==> src/rtl/bhbc_pkg.sv <==
// ----------------------------------------------------------------------------
// bhbc_pkg: shared types and constants of the burst holding backoff controller
// Field widths, operation codes, command/status bundles and elaboration-time
// tables (exponent factors, queue id wrap).
// ----------------------------------------------------------------------------
`default_nettype none

package bhbc_pkg;

    localparam int NUM_QUEUES_DEF = 16;
    localparam int MAX_HOLD_DEF   = 65535;

    localparam int ACT_W   = 2;
    localparam int QID_W   = 4;
    localparam int QSIZE_W = 10;
    localparam int SUCC_W  = 11;
    localparam int DUR_W   = 12;
    localparam int DEC_W   = 2;
    localparam int WIN_W   = 10;
    localparam int AIFS_W  = 2;
    localparam int HOLD_W  = 16;
    localparam int INT_W   = 40;
    localparam int GAIN_W  = 16;

    localparam int CFG_IDX_W  = 3;
    localparam int CFG_DATA_W = 16;

    localparam logic [CFG_IDX_W-1:0] REG_MIN_QUEUE   = 3'd0;
    localparam logic [CFG_IDX_W-1:0] REG_STEP_GAIN   = 3'd1;
    localparam logic [CFG_IDX_W-1:0] REG_KNEE_OFFSET = 3'd2;
    localparam logic [CFG_IDX_W-1:0] REG_MAX_WINDOW  = 3'd3;
    localparam logic [CFG_IDX_W-1:0] REG_RL_MODE     = 3'd4;
    localparam logic [CFG_IDX_W-1:0] REG_RL_WINDOW   = 3'd5;

    localparam logic [ACT_W-1:0] ACT_NOTE    = 2'd0;
    localparam logic [ACT_W-1:0] ACT_START   = 2'd1;
    localparam logic [ACT_W-1:0] ACT_SUCCESS = 2'd2;
    localparam logic [ACT_W-1:0] ACT_FAILURE = 2'd3;

    localparam logic [DEC_W-1:0] DEC_NOTED     = 2'd0;
    localparam logic [DEC_W-1:0] DEC_CONTEND   = 2'd1;
    localparam logic [DEC_W-1:0] DEC_IMMEDIATE = 2'd2;
    localparam logic [DEC_W-1:0] DEC_ENDED     = 2'd3;

    localparam logic [AIFS_W-1:0] AIFS_NORMAL    = 2'd2;
    localparam logic [AIFS_W-1:0] AIFS_IMMEDIATE = 2'd0;

    // datapath widths
    localparam int X_W       = 26;   // step_gain * queue, Q.16
    localparam int Y_W       = 27;   // x * log2(e), Q.16
    localparam int R_W       = 31;   // 2^frac in Q1.30
    localparam int DIVD_W    = 49;   // knee_offset << 33
    localparam int DIV_STEPS = 49;
    localparam int EXP_STEPS = 16;
    localparam int STEP_W    = 4;
    localparam int CNT_W     = 6;
    localparam int PROD_W    = 51;   // intensity * success_window
    localparam int INC_W     = 35;

    localparam logic [16:0]      LOG2E_Q16     = 17'd94548;
    localparam logic [INT_W-1:0] INTENSITY_MAX = {INT_W{1'b1}};

    // datapath operations
    localparam int OP_W = 4;
    localparam logic [OP_W-1:0] OP_NONE      = 4'd0;
    localparam logic [OP_W-1:0] OP_LOAD      = 4'd1;
    localparam logic [OP_W-1:0] OP_NOTE      = 4'd2;
    localparam logic [OP_W-1:0] OP_IGNORE    = 4'd3;
    localparam logic [OP_W-1:0] OP_START_RL  = 4'd4;
    localparam logic [OP_W-1:0] OP_MUL_X     = 4'd5;
    localparam logic [OP_W-1:0] OP_MUL_Y     = 4'd6;
    localparam logic [OP_W-1:0] OP_EXP_INIT  = 4'd7;
    localparam logic [OP_W-1:0] OP_EXP_STEP  = 4'd8;
    localparam logic [OP_W-1:0] OP_EXP_SCALE = 4'd9;
    localparam logic [OP_W-1:0] OP_DIV_STEP  = 4'd10;
    localparam logic [OP_W-1:0] OP_WINDOW    = 4'd11;
    localparam logic [OP_W-1:0] OP_FAIL      = 4'd12;
    localparam logic [OP_W-1:0] OP_HOLD_RD   = 4'd13;
    localparam logic [OP_W-1:0] OP_HOLD_SUM  = 4'd14;
    localparam logic [OP_W-1:0] OP_SETTLE    = 4'd15;

    typedef struct packed {
        logic [OP_W-1:0]   op;
        logic [STEP_W-1:0] step;
    } bhbc_cmd_t;

    typedef struct packed {
        logic [ACT_W-1:0] action;
        logic             in_burst;
        logic             first_pending;
        logic             rl_mode;
        logic             k_sat;
    } bhbc_stat_t;

    typedef struct packed {
        logic [QSIZE_W-1:0] min_queue;
        logic [GAIN_W-1:0]  step_gain;
        logic [GAIN_W-1:0]  knee_offset;
        logic [WIN_W-1:0]   max_window;
        logic               rl_mode;
        logic [WIN_W-1:0]   rl_window;
    } bhbc_cfg_t;

    localparam int QTAB_LANE = 8;
    localparam int QTAB_W    = (1 << QID_W) * QTAB_LANE;

    function automatic logic [63:0] isqrt64(input logic [63:0] v_in);
        logic [63:0] v;
        logic [63:0] r;
        logic [63:0] b;
        v = v_in;
        r = '0;
        b = 64'd1 << 62;
        for (int i = 0; i < 32; i++) begin
            if (v >= r + b) begin
                v = v - (r + b);
                r = (r >> 1) + b;
            end else begin
                r = r >> 1;
            end
            b = b >> 2;
        end
        return r;
    endfunction

    // factors 2^(2^-i), i = 1..16, in Q1.30
    function automatic logic [EXP_STEPS*R_W-1:0] exp_factor_table();
        logic [63:0]              c;
        logic [EXP_STEPS*R_W-1:0] t;
        c = 64'd2 << 30;
        t = '0;
        for (int i = 0; i < EXP_STEPS; i++) begin
            c = isqrt64(c << 30);
            t[i*R_W +: R_W] = c[R_W-1:0];
        end
        return t;
    endfunction

    localparam logic [EXP_STEPS*R_W-1:0] EXP_FACTORS = exp_factor_table();

    // queue id wrapped into the queue count, one lane per id
    function automatic logic [QTAB_W-1:0] qid_wrap_table(input int n);
        int                v;
        logic [QTAB_W-1:0] t;
        t = '0;
        for (int id = 0; id < (1 << QID_W); id++) begin
            v = id;
            for (int j = 0; j < (1 << QID_W); j++) begin
                if (v >= n) begin
                    v = v - n;
                end
            end
            t[id*QTAB_LANE +: QTAB_LANE] = v[QTAB_LANE-1:0];
        end
        return t;
    endfunction

endpackage

`default_nettype wire

==> src/rtl/bhbc_ctrl.sv <==
// ----------------------------------------------------------------------------
// bhbc_ctrl: sequencing state machine
// Accepts one transaction at a time, steps the datapath through the exponent,
// division and holding sequences, and commits a result when the output is free.
// ----------------------------------------------------------------------------
`default_nettype none

module bhbc_ctrl
    import bhbc_pkg::*;
(
    input  wire logic       aclk,
    input  wire logic       aresetn,
    input  wire logic       s_valid,
    output logic            s_ready,
    input  wire logic       out_free,
    input  wire bhbc_stat_t stat,
    output bhbc_cmd_t       cmd,
    output logic            res_load
);

    localparam logic [3:0] S_IDLE     = 4'd0;
    localparam logic [3:0] S_DISPATCH = 4'd1;
    localparam logic [3:0] S_MULY     = 4'd2;
    localparam logic [3:0] S_EXPCHK   = 4'd3;
    localparam logic [3:0] S_EXP      = 4'd4;
    localparam logic [3:0] S_SCALE    = 4'd5;
    localparam logic [3:0] S_DIV      = 4'd6;
    localparam logic [3:0] S_WIN      = 4'd7;
    localparam logic [3:0] S_HSUM     = 4'd8;
    localparam logic [3:0] S_SETTLE   = 4'd9;

    logic [3:0]       state_reg, state_next;
    logic [CNT_W-1:0] cnt_reg, cnt_next;
    logic [OP_W-1:0]  term_op;
    logic             term;

    assign s_ready = (state_reg == S_IDLE);

    always_comb begin
        state_next = state_reg;
        cnt_next   = cnt_reg;
        cmd.op     = OP_NONE;
        cmd.step   = cnt_reg[STEP_W-1:0];
        term       = 1'b0;
        term_op    = OP_NONE;
        case (state_reg)
            S_IDLE: begin
                if (s_valid) begin
                    cmd.op     = OP_LOAD;
                    state_next = S_DISPATCH;
                end
            end
            S_DISPATCH: begin
                case (stat.action)
                    ACT_NOTE: begin
                        term    = 1'b1;
                        term_op = OP_NOTE;
                    end
                    ACT_START: begin
                        if (stat.in_burst) begin
                            term    = 1'b1;
                            term_op = OP_IGNORE;
                        end else if (stat.rl_mode) begin
                            term    = 1'b1;
                            term_op = OP_START_RL;
                        end else begin
                            cmd.op     = OP_MUL_X;
                            state_next = S_MULY;
                        end
                    end
                    ACT_SUCCESS: begin
                        if (!stat.in_burst) begin
                            term    = 1'b1;
                            term_op = OP_IGNORE;
                        end else if (!stat.rl_mode && stat.first_pending) begin
                            cmd.op     = OP_HOLD_RD;
                            state_next = S_HSUM;
                        end else begin
                            term    = 1'b1;
                            term_op = OP_SETTLE;
                        end
                    end
                    default: begin
                        term    = 1'b1;
                        term_op = stat.in_burst ? OP_FAIL : OP_IGNORE;
                    end
                endcase
            end
            S_MULY: begin
                cmd.op     = OP_MUL_Y;
                state_next = S_EXPCHK;
            end
            S_EXPCHK: begin
                cmd.op     = OP_EXP_INIT;
                cnt_next   = '0;
                state_next = stat.k_sat ? S_SCALE : S_EXP;
            end
            S_EXP: begin
                cmd.op = OP_EXP_STEP;
                if (cnt_reg == CNT_W'(EXP_STEPS - 1)) begin
                    cnt_next   = '0;
                    state_next = S_SCALE;
                end else begin
                    cnt_next = cnt_reg + 1'b1;
                end
            end
            S_SCALE: begin
                cmd.op     = OP_EXP_SCALE;
                cnt_next   = '0;
                state_next = S_DIV;
            end
            S_DIV: begin
                cmd.op = OP_DIV_STEP;
                if (cnt_reg == CNT_W'(DIV_STEPS - 1)) begin
                    cnt_next   = '0;
                    state_next = S_WIN;
                end else begin
                    cnt_next = cnt_reg + 1'b1;
                end
            end
            S_WIN: begin
                term    = 1'b1;
                term_op = OP_WINDOW;
            end
            S_HSUM: begin
                cmd.op     = OP_HOLD_SUM;
                state_next = S_SETTLE;
            end
            S_SETTLE: begin
                term    = 1'b1;
                term_op = OP_SETTLE;
            end
            default: begin
                state_next = S_IDLE;
            end
        endcase
        // commit only into a free output register; otherwise hold here
        res_load = term && out_free;
        if (res_load) begin
            cmd.op     = term_op;
            state_next = S_IDLE;
        end
    end

    always_ff @(posedge aclk) begin
        if (!aresetn) begin
            state_reg <= S_IDLE;
            cnt_reg   <= '0;
        end else begin
            state_reg <= state_next;
            cnt_reg   <= cnt_next;
        end
    end

endmodule

`default_nettype wire

==> config.mk <==
export PLATFORM = sky130hd
export DESIGN_NAME = bhbc_ctrl
export DESIGN_NICKNAME = d
export VERILOG_FILES = /design/src/rtl/bhbc_pkg.sv /design/src/rtl/bhbc_ctrl.sv
export SDC_FILE = /design/constraint.sdc
export NUM_CORES = 1
export LEC_CHECK = 0
export BUFFER_PORTS_ARGS = -buffer_cell sky130_fd_sc_hd__buf_2
export CAP_MARGIN = 25
export CORE_UTILIZATION = 40
export CTS_CLUSTER_DIAMETER = 30
export DETAILED_ROUTE_END_ITERATION = 10
export HOLD_SLACK_MARGIN = 0.12
export MAX_ROUTING_LAYER = met4
export SLEW_MARGIN = 5
export SYNTH_ARGS = -nofsm -noshare
export SYNTH_HDL_FRONTEND = slang
export SYNTH_SLANG_ARGS = --single-unit
==> constraint.sdc <==
create_clock -name aclk -period 5.62 [get_ports aclk]
set_input_delay 1.124 -clock aclk [delete_from_list [all_inputs] [get_ports aclk]]
set_output_delay 1.124 -clock aclk [all_outputs]
set_load 0.01 [all_outputs]
; ---- After elaboration in Yosys (flattened, before gate mapping)
; Cells that the tools add are included.
[totals]
reg_bits = 10
inputBits = 10
word_cells = 70
[classes]
addsub = 1
n_eq_ne = 21
mux = 34
bitwise = 2
n_reduce_logical = 10
[op_table]
columns = cell, n
row1 = 4-bit 2-to-1 mux, 13
row2 = 4-bit case mux with 9 select lines, 1
row3 = 4-bit case mux with 8 select lines, 1
row4 = 4-bit case mux with 3 select lines, 2
row5 = 6-bit case mux with 3 select lines, 1
row6 = "4-bit by 3-bit == test with 1-bit output, second input constant", 4
row7 = 4-bit case mux with 2 select lines, 2
row8 = 3-bit 2-to-1 mux, 4
row9 = 6-bit 2-to-1 mux, 2
row10 = "3-bit != test, second input constant", 4
row11 = 9-bit AND reduction, 1
row12 = "4-bit by 2-bit == test with 1-bit output, second input constant", 2
row13 = "4-bit == test, second input constant", 2
row14 = "6-bit by 1-bit adder with 6-bit output, second input constant", 1
row15 = "6-bit by 4-bit == test with 1-bit output, second input constant", 1
row16 = "6-bit == test, second input constant", 1
row17 = 1-bit 2-to-1 mux, 6
row18 = "2-bit != test, second input constant", 3
row19 = 2-bit OR reduction, 3
row20 = "4-bit by 1-bit == test with 1-bit output, second input constant", 1
row21 = 4-bit logical NOT, 1
row22 = 1-bit case mux with 2 select lines, 2
row23 = "3-bit by 2-bit != test with 1-bit output, second input constant", 1
row24 = 3-bit nonzero test, 1
row25 = other kinds (6), 8

; ---- Logic depth before layout (Yosys ltp)
[logic_depth]
depth_word = 8
ltp_mapped = 9
mapped_depth_nobuf = 7

; ---- Worst setup path before layout
; Ideal clock, no wire load.
[synth_timing]
path_kind = input -> output
start = input stat[4] (netlist bit)
end = output cmd[5] (netlist bit)
arrival_ps = 2481
required_time_ps = 4496
slack_ps = 2015
stages = 9
n_path_buf = 2
cell_sequence = inv_1 ha_1 buf_2 nand2b_1 o32ai_1 a21o_1 buf_2 a21oi_1 a211o_1
[synth_lines]
columns = element, line_no
row1 = from (decl), bhbc_ctrl.sv:16  ; input wire bhbc_stat_t stat,
row2 = to (decl), bhbc_ctrl.sv:17  ; output bhbc_cmd_t cmd,

==> out/qor.txt <==
Worst slew margin -> 49.5%
Post-Syn Area -> 1080 um^2
TritonCTS clock tree -> done
met1 Use GR -> 29.3%
Starting Density -> 43.0%
gpl congestion -> 0.842
highest-count cells in the layout ignoring fill and taps -> 19 x buf_2, 14 x nor2_1, 12 x nand2_1, 12 x a21oi_1, 10 x dfxtp_1
nature of the critical path endpoint -> output port
Synth Area in Adders -> 6.93%
PnR worst setup slack -> 1.59 ns
max-cap check violation count -> 0
Synthesized Nets -> 166
Most Used Layer, Global Route -> met1
post-synthesis compound-gate area fraction -> 33.5%
clock root cell -> clkbuf_4
Req. time, crit path -> 4.50 ns
worst-skew pair later-pin latency -> 0.27 ns
fmax -> 248 MHz
I/O pin cnt -> 20
FFs w/ async S/R, synth -> 0%
mux contribution to synthesized area -> 0.924%
Final Max Slew Viols -> 0
post-synth top area share -> 18.5%
flops & latches, synth -> 10
post-detailed-route via-to-cell ratio -> 5.94
P&R area growth vs syn -> 7.74%
die width -> 54.0 um
Worst Tran Pin Value -> 0.757 ns
R2R cell count -> 5
RSZ-0062 raised after global routing -> no
# resized after CTS -> 0
final hold vios -> 0
Netlist cell types -> 48
fin nets -> 175
clk sink count -> 10
Pwr per Cell Area -> 309 nW/um^2
WL/cell -> 13.3 um
row count -> 18
Max VDD drop -> 0.000178 V
register area share after synthesis -> 18.5%
met2 usage -> 28.6%
post-DP HPWL -> 1820 um
Post-Layout Cell Count -> 188
Setup crit start -> stat[4]
reg2reg end -> state_reg[3]
post-CTS setup buffer count -> 0
port buffer count -> 19
CP Class -> in -> out
initial DRC count -> 20
Core ar. -> 2520 um^2
post-route cell area -> 1170 um^2
minimum clock period after layout -> 4.03 ns
Worst Skew -> 0.00201 ns
vias in the first global route -> 923
GRT Util Overall -> 20.0%
period utilization -> 71.7%
status -> finished, final reports clean
most common cell after layout, fill and taps aside -> buf_2
htree depth -> 1
Die Ht -> 54.0 um
global-route wire length before repair -> 4230 um
commonest register cell after synthesis -> dfxtp_1
total global routing overflow -> 0
Place WS -> 1.60 ns
HP Class -> reg -> reg
Post-CTS Hold Fix Bufs -> 0
share of layout cells above drive strength 1 -> 16.5%
Setup-failing EPs final -> 0
Syn. warnings -> 0
Tot Pwr -> 0.361 mW
RR Startpoint -> state_reg[1]
Leak Pwr -> 0.481 nW
Post-synth EDFFs -> 0
router iterations before antenna repair -> 4
setup_tns -> 0 ns
die area -> 2920 um^2
startpoint types -> input port
main combinational cell family by area after synthesis -> compound AO/OA/AOI/OAI gates
Reg2Reg Setup Slack -> 3.49 ns
antenna violations before repair -> 0
CP max FO -> 10
cell taking the most area after synthesis -> dfxtp_1
Synth Area per Inst -> 7.22 um^2
Largest register FFs -> 6
# DRC -> 0
Post-Synth Simple-Gate Area -> 25.5%
TritonCTS buffer count -> 3
post-detailed-placement cell area -> 1130 um^2
largest net degree at the start of global routing -> 25
fillers -> 259
CP endpoint -> cmd[5]
Vias -> 1116
antenna fix cells -> 0
Bufs on Longest Clock Path -> 2
met3 Use GR -> 5.93%
critical path data arrival time -> 2.91 ns
final wirelength -> 2510 um
ANT nets after route -> 0
xor-xnor portion of the synthesized cell area -> 4.04%
Placed Cells -> 184
Gate Count Post-Synth -> 150
synth top area cells -> dfxtp_1 18%, ha_1 6.9%, a21oi_1 5.5%
clk slew on worst S/H paths -> 0.07 ns
cell type report:
cell class	instances	area (um^2)	share of cell area (%)
multi-input combinational	117	768	65.8
sequential	10	200	17.1
timing repair buffer	19	95.1	8.15
tap	30	37.5	3.22
clock buffer	4	36.3	3.11
inverter	8	30.0	2.57
per-layer routing:
metal | vias up | part of all wire [%]
met5 | - | 0
met4 | 0 | 0
met3 | 0 | 4.5
met2 | 26 | 45
met1 | 520 | 50
li1 | 570 | -
through the flow:
| stage | util [%] | hold WS (ns) |
|---|---|---|
| global route | 46.3 | 0.594 |
| global placement | 44.8 | 0.523 |
| detailed placement | 44.8 | 0.536 |
| floorplan | - | 0.501 |
| CTS | 46.3 | 0.556 |
| finish | 46.3 | 0.551 |
synthesized netlist by cell type, types with 4 or more instances:
cell / instances
a21o_1: 4
o21ai_0: 8
dfxtp_1: 10
a21oi_1: 12
buf_4: 6
nand2_1: 12
ha_1: 6
nor2_1: 14
inv_1: 8
nand4_1: 4
buf_2: 5
where the power goes:
part	total, mW	switching [mW]	internal (mW)
registers	0.117	0.0380	0.0791
clock network	0.0660	0.0266	0.0394
logic	0.178	0.0975	0.0806
critical path, cell delays in order:
cell and delay [ns]:
buf_2 0.10, inv_1 0.06, ha_1 0.33, nand2_1 0.06, o32ai_1 0.34, a21o_1 0.36
a21oi_1 0.12, a211o_1 0.28, buf_2 0.13
kinds of logic after synthesis:
family                     after synthesis
muxes                                    1
AOI/OAI and AO/OA                       52
xor gates and xnor gates                 5
and+or+nand+nor                         53
adders and majority gates                6
buffers and inverters                   23
DFF                                     10
worst min-delay path by stage:
stage	from	to	slack, ns	cells after the start
after floorplan	cnt_reg[5]	cnt_reg[5]	0.50	2
after global placement	cnt_reg[5]	cnt_reg[5]	0.52	2
after detailed placement	cnt_reg[5]	cnt_reg[5]	0.54	2
after CTS	cnt_reg[5]	cnt_reg[5]	0.56	2
after global routing	cnt_reg[5]	cnt_reg[5]	0.59	2
final	cnt_reg[5]	cnt_reg[5]	0.55	2
(Power assumes the default switching activity.)
